--- config.mk ---
export PLATFORM = sky130hd
export DESIGN_NAME = rtsu_ctrl
export DESIGN_NICKNAME = d
export VERILOG_FILES = /design/src/rtsu_pkg.sv /design/src/rtsu_ctrl.sv
export SDC_FILE = /design/constraint.sdc
export NUM_CORES = 1
export LEC_CHECK = 0
export BUFFER_PORTS_ARGS = -buffer_cell sky130_fd_sc_hd__buf_2
export CAP_MARGIN = 20
export CELL_PAD_IN_SITES_DETAIL_PLACEMENT = 1
export CELL_PAD_IN_SITES_GLOBAL_PLACEMENT = 1
export CORE_AREA = 5 5 42 44
export DETAILED_ROUTE_END_ITERATION = 10
export DIE_AREA = 0 0 47 49
export GPL_TIMING_DRIVEN = 0
export PLACE_DENSITY_LB_ADDON = 0.1
export SYNTH_ARGS = -nofsm -noshare
export SYNTH_HDL_FRONTEND = slang
export SYNTH_SLANG_ARGS = --single-unit
--- constraint.sdc ---
create_clock -name aclk -period 1.6 [get_ports aclk]
set_clock_uncertainty 0.05 [all_clocks]
set_input_delay 0.32 -clock aclk [delete_from_list [all_inputs] [get_ports aclk]]
set_output_delay 0.32 -clock aclk [all_outputs]
set_load 0.01 [all_outputs]
--- src/rtsu_pkg.sv ---
// shared types and constants for the reference table store
package rtsu_pkg;

    localparam int S_TDATA_W = 136;
    localparam int M_TDATA_W = 104;
    localparam int ENTRY_W   = 34;
    localparam int M_RKIND_LSB = 65;

    localparam logic [2:0] KIND_ALLOC = 3'd0;
    localparam logic [2:0] KIND_TYPE  = 3'd1;
    localparam logic [2:0] KIND_READ  = 3'd2;
    localparam logic [2:0] KIND_WRITE = 3'd3;
    localparam logic [2:0] KIND_SIZE  = 3'd4;
    localparam logic [2:0] KIND_GROW  = 3'd5;

    localparam logic [2:0] STATUS_OK      = 3'd0;
    localparam logic [2:0] STATUS_OOB     = 3'd1;
    localparam logic [2:0] STATUS_GROW    = 3'd2;
    localparam logic [2:0] STATUS_FULL    = 3'd3;
    localparam logic [2:0] STATUS_UNALLOC = 3'd4;
    localparam logic [2:0] STATUS_BIG     = 3'd5;

    localparam logic [1:0] RKIND_FUNC   = 2'd0;
    localparam logic [1:0] RKIND_EXTERN = 2'd1;
    localparam logic [1:0] RKIND_NONE   = 2'd2;
    localparam logic [1:0] RKIND_BAD    = 2'd3;

    typedef struct packed {
        logic accept;
        logic exec;
        logic fill;
        logic load;
    } ctrl_cmd_t;

    typedef struct packed {
        logic need_fill;
        logic fill_last;
    } dp_status_t;

endpackage

--- src/rtsu_ctrl.sv ---
// controller state machine sequencing accept, execute, fill and result load
module rtsu_ctrl (
    input  logic                   aclk,
    input  logic                   aresetn,
    input  logic                   s_tvalid,
    output logic                   s_tready,
    output logic                   m_tvalid,
    input  logic                   m_tready,
    input  rtsu_pkg::dp_status_t   sts,
    output rtsu_pkg::ctrl_cmd_t    cmd
);

    typedef enum logic [1:0] {
        ST_IDLE,
        ST_EXEC,
        ST_FILL,
        ST_FINISH
    } state_t;

    state_t state_reg;
    logic   m_valid_reg;
    logic   load_ok;

    assign load_ok  = !m_valid_reg || m_tready;
    assign s_tready = (state_reg == ST_IDLE);
    assign m_tvalid = m_valid_reg;

    assign cmd.accept = (state_reg == ST_IDLE) && s_tvalid;
    assign cmd.exec   = (state_reg == ST_EXEC);
    assign cmd.fill   = (state_reg == ST_FILL);
    assign cmd.load   = (state_reg == ST_FINISH) && load_ok;

    always_ff @(posedge aclk) begin
        if (!aresetn) begin
            state_reg   <= ST_IDLE;
            m_valid_reg <= 1'b0;
        end else begin
            if (cmd.load) begin
                m_valid_reg <= 1'b1;
            end else if (m_tready) begin
                m_valid_reg <= 1'b0;
            end
            case (state_reg)
                ST_IDLE: begin
                    if (s_tvalid) begin
                        state_reg <= ST_EXEC;
                    end
                end
                ST_EXEC: begin
                    state_reg <= sts.need_fill ? ST_FILL : ST_FINISH;
                end
                ST_FILL: begin
                    if (sts.fill_last) begin
                        state_reg <= ST_FINISH;
                    end
                end
                ST_FINISH: begin
                    if (load_ok) begin
                        state_reg <= ST_IDLE;
                    end
                end
                default: begin
                    state_reg <= ST_IDLE;
                end
            endcase
        end
    end

endmodule

### Yosys cells after proc, flatten, opt, wreduce, memory -nomap -nowiden

Cells that the tools add are included.

| word-level totals | value |
|---|---|
| bits in registers | 3 |
| bits of input ports | 6 |

| cells by class | value |
|---|---|
| equal/unequal tests | 6 |
| multiplexer cells | 7 |
| reduce and logical (&&, ||, !) cells | 7 |

Operators with widths:

| kind | number |
|---|---|
| 2-bit one-hot mux with 4 select lines | 1 |
| 2-bit 2-to-1 mux | 3 |
| 2-bit inequality test, second input constant | 3 |
| 2-bit equality test, second input constant | 2 |
| 1-bit 2-to-1 mux | 3 |
| 3-bit AND reduction | 1 |
| 2-bit by 1-bit equality test with 1-bit output, second input constant | 1 |
| 1-bit logical AND | 2 |
| 2-bit logical NOT | 1 |
| 2-bit nonzero test | 1 |
| 1-bit logical NOT | 1 |
| 1-bit logical OR | 1 |

### Depth between registers and ports, before layout

| logic depth | value |
|---|---|
| word-level depth | 4 |
| mapped depth | 5 |
| depth with buffers taken out | 5 |

### Least setup slack after synthesis

OpenSTA, ideal clock, no wires.

| timing | value |
|---|---|
| path type | reg-to-reg |
| from | register state_reg[0] |
| to | register state_reg[0] |
| arrival | 1.213 ns |
| required time | 1.428 ns |
| slack | 0.215 ns |
| stages on the path, launching flop included | 6 |
| path buffers | 0 |
| clock period less this slack | 1.385 ns |
| cell sequence | dfxtp_1 inv_1 ha_1 nand2b_4 nand3_2 o311a_1 |

| between the ends | value |
|---|---|
| cells in the longest elaborated chain, start to end | 3 |
| elaborated cells between the ends (all ways) | 9 |

Ends and longest elaborated chain:

| what | line | text |
|---|---|---|
| start: declaration | rtsu_ctrl.sv:20 | `state_t state_reg;` |
| start signal: assignment | rtsu_ctrl.sv:50 | `state_reg <= sts.need_fill ? ST_FILL : ST_FINISH;` |
| 2-bit logical NOT (*) | n/a |  |
| via s_tready | rtsu_ctrl.sv:6 | `output logic s_tready,` |
| 2-bit inequality test (no source line) | n/a |  |
| 3-bit AND reduction (no source line) | n/a |  |

The timed path passes the listed nets; every way through them passes the cells marked *.
A chain may end at the register's enable or synchronous reset.

==> results.json <==
{
  "post-route-util": 0.267,
  "startpoint_type": "flip-flop",
  "crit_required_ps": 1230,
  "r2r_setup_slack_ps": 250,
  "hold_depth": 2,
  "max_freq_ghz": 0.652,
  "synthCells": 26,
  "crit_arrival_ps": 1160,
  "critPathMaxStageDelay_ps": 370,
  "vias": 235,
  "synth.avg_cell_area_um2": 9.82,
  "syn_nets": 36,
  "place_area_um2": 330,
  "drc": 0,
  "drive_above_1_share": 0.585,
  "cts_tree": "done",
  "worstPathBufferInverterCount": 2,
  "clockRootBuffer": "clkbuf_4",
  "final_area_um2": 374,
  "p_per_area_nw_per_um2": 1800,
  "clk_latency_ps": 230,
  "cts_made_buffers": 3,
  "worstSetupPathType": "reg -> out",
  "path_cells": "inv_1 -> ha_4 -> and2_2 -> buf_2",
  "gp_congestion": 0.683,
  "grt_max_degree": 7,
  "hold_buffers": 0,
  "layout_common_cells": "buf_2, ha_1, clkbuf_4",
  "ant_nets": 0,
  "grt_pass1_wl_um": 1100,
  "die_h_um": 49,
  "antenna_found_initial": 0,
  "reg2reg_depth": 5,
  "ys_seq_elements": 3,
  "routedWlPerCell_um": 11.0,
  "min_to": "state_reg[0]$_SDFFE_PN0P_",
  "p_total_w": 0.000674,
  "syn_area_um2": 255,
  "hold_viol": 0,
  "cts.clk_slew.worst_paths_ps": 40,
  "reg2reg_to": "state_reg[0]$_SDFFE_PN0P_",
  "drt_iter0_drc": 1,
  "multiInputGateArea_um2": 196,
  "first_pass_iters": 2,
  "post-route-period-util": 0.958,
  "holdWs_ps": 279,
  "ios": 12,
  "finalSetupTns_ps": 0,
  "grt_overflow_total": 0,
  "h-tree-depth": 1,
  "core-area_um2": 1400,
  "cpLargestDelayFamily": "flip-flops",
  "use_met3": 0.0148,
  "track_usage": 0.0675,
  "max_cap_viol_count": 0,
  "rows": 14,
  "post-route-min-period_ps": 1530,
  "slowest_stage": "dfxtp_4",
  "tightest_slew_ps": 153,
  "cp_max_fo": 6,
  "diodes": 0,
  "seqCellArea_um2": 65.1,
  "status": "completed",
  "timing.rr.start": "state_reg[0]$_SDFFE_PN0P_",
  "via_per_inst": 4.12,
  "hpwlAfterDp_um": 521,
  "min_from": "aresetn",
  "ys_seq_area_frac": 0.235,
  "ys_warn_count": 0,
  "gr-max-usage-layer": "met2",
  "final-setup-viol-count": 0,
  "die_area_um2": 2300,
  "final-max-slew-violation-count": 0,
  "portBuffers": 11,
  "start_util": 0.182,
  "die_w_um": 47,
  "grt_pass1_vias": 274,
  "use_met1": 0.0786,
  "largest_register_ffs": 2,
  "nFillCells": 186,
  "p_leak_nw": 0.216,
  "clk_path_buf_depth": 2,
  "final_common_cell": "buf_2",
  "hold_path.class": "in -> reg",
  "routed_wl_um": 629,
  "relSlewSlack": 0.898,
  "rsz0062_at_grt": "false",
  "ir_drop_v": 0.000386,
  "cts_sinks": 3,
  "final_net_count": 52,
  "end_kind": "primary output",
  "synth_cell_type_count": 18,
  "use_met2": 0.0928,
  "synthToLayoutAreaGrowth_pct": 46.6
}
==> worst reg2reg max path, cell delays in order (launching register included) <==
cell and delay, ps:
dfxtp_4 370, inv_1 80, ha_1 220, nand2b_2 110, nand3_2 80, o311a_1 320
==> cell type report <==
type,instances,area share
Multi-Input combinational cell,20,0.525
Sequential cell,3,0.174
Timing Repair Buffer,11,0.147
Clock buffer,4,0.0702
Tap cell,16,0.0535
Inverter,3,0.0301
==> where the power goes <==
part | internal, W | switching [W]
combinational | 0.000187 | 0.000200
sequential | 0.000114 | 0.0000380
clock | 0.0000936 | 0.0000407
total | 0.000395 | 0.000279
==> what timing repair did <==
item / 4_1_cts / 5_1_grt
buffers inserted: 0 / 0
gates resized for setup: 2 / 3
setup endpoints to repair: 1 / 1
==> synthesized netlist by cell type (all sizes together) <==
cell | number | share of area
inv | 3 | 0.044
nor2b | 1 | 0.025
nor2 | 2 | 0.029
o22ai | 1 | 0.025
nand2 | 1 | 0.015
o311a | 1 | 0.039
and2 | 1 | 0.029
and2b | 1 | 0.029
nand3b | 1 | 0.078
nand4 | 1 | 0.025
nand2b | 2 | 0.088
a21oi | 1 | 0.034
dfxtp | 3 | 0.24
nand3 | 1 | 0.039
ha | 4 | 0.20
a31o | 2 | 0.069
==> metrics by stage <==
stage	cells	setup slack (ps)
finish	57	67.3
global route	57	6.79
CTS	57	3.97
detailed placement	53	113
global placement	53	116
floorplan	26	215
==> worst max path at each step <==
stage                                     end  slack [ps]                 startpoint  cells after the start
floorplan           state_reg[0]$_SDFFE_PN0P_         220  state_reg[0]$_SDFFE_PN0P_                      5
global placement                       cmd[3]         120  state_reg[0]$_SDFFE_PN0P_                      4
detailed placement                     cmd[3]         110  state_reg[0]$_SDFFE_PN0P_                      4
CTS                                    cmd[3]           4  state_reg[0]$_SDFFE_PN0P_                      4
global route                           cmd[3]           7  state_reg[0]$_SDFFE_PN0P_                      4
finish                                 cmd[3]          70  state_reg[0]$_SDFFE_PN0P_                      4
==> routing by layer <==
metal	vias up	wire length [µm]
met5	-	0
met4	0	0
met3	0	37
met2	7	325
met1	108	266
li1	120	-
==> kinds of logic after synthesis <==
logic type                 count (synthesis)  share of synthesized area
and+or+nand+nor                           11                      0.358
AOI/OAI and AO/OA                          5                      0.167
buffers and inverters                      3                     0.0441
adders and majority gates                  4                      0.196
DFF                                        3                      0.235
No activity file was read; power rests on OpenSTA's default activity.
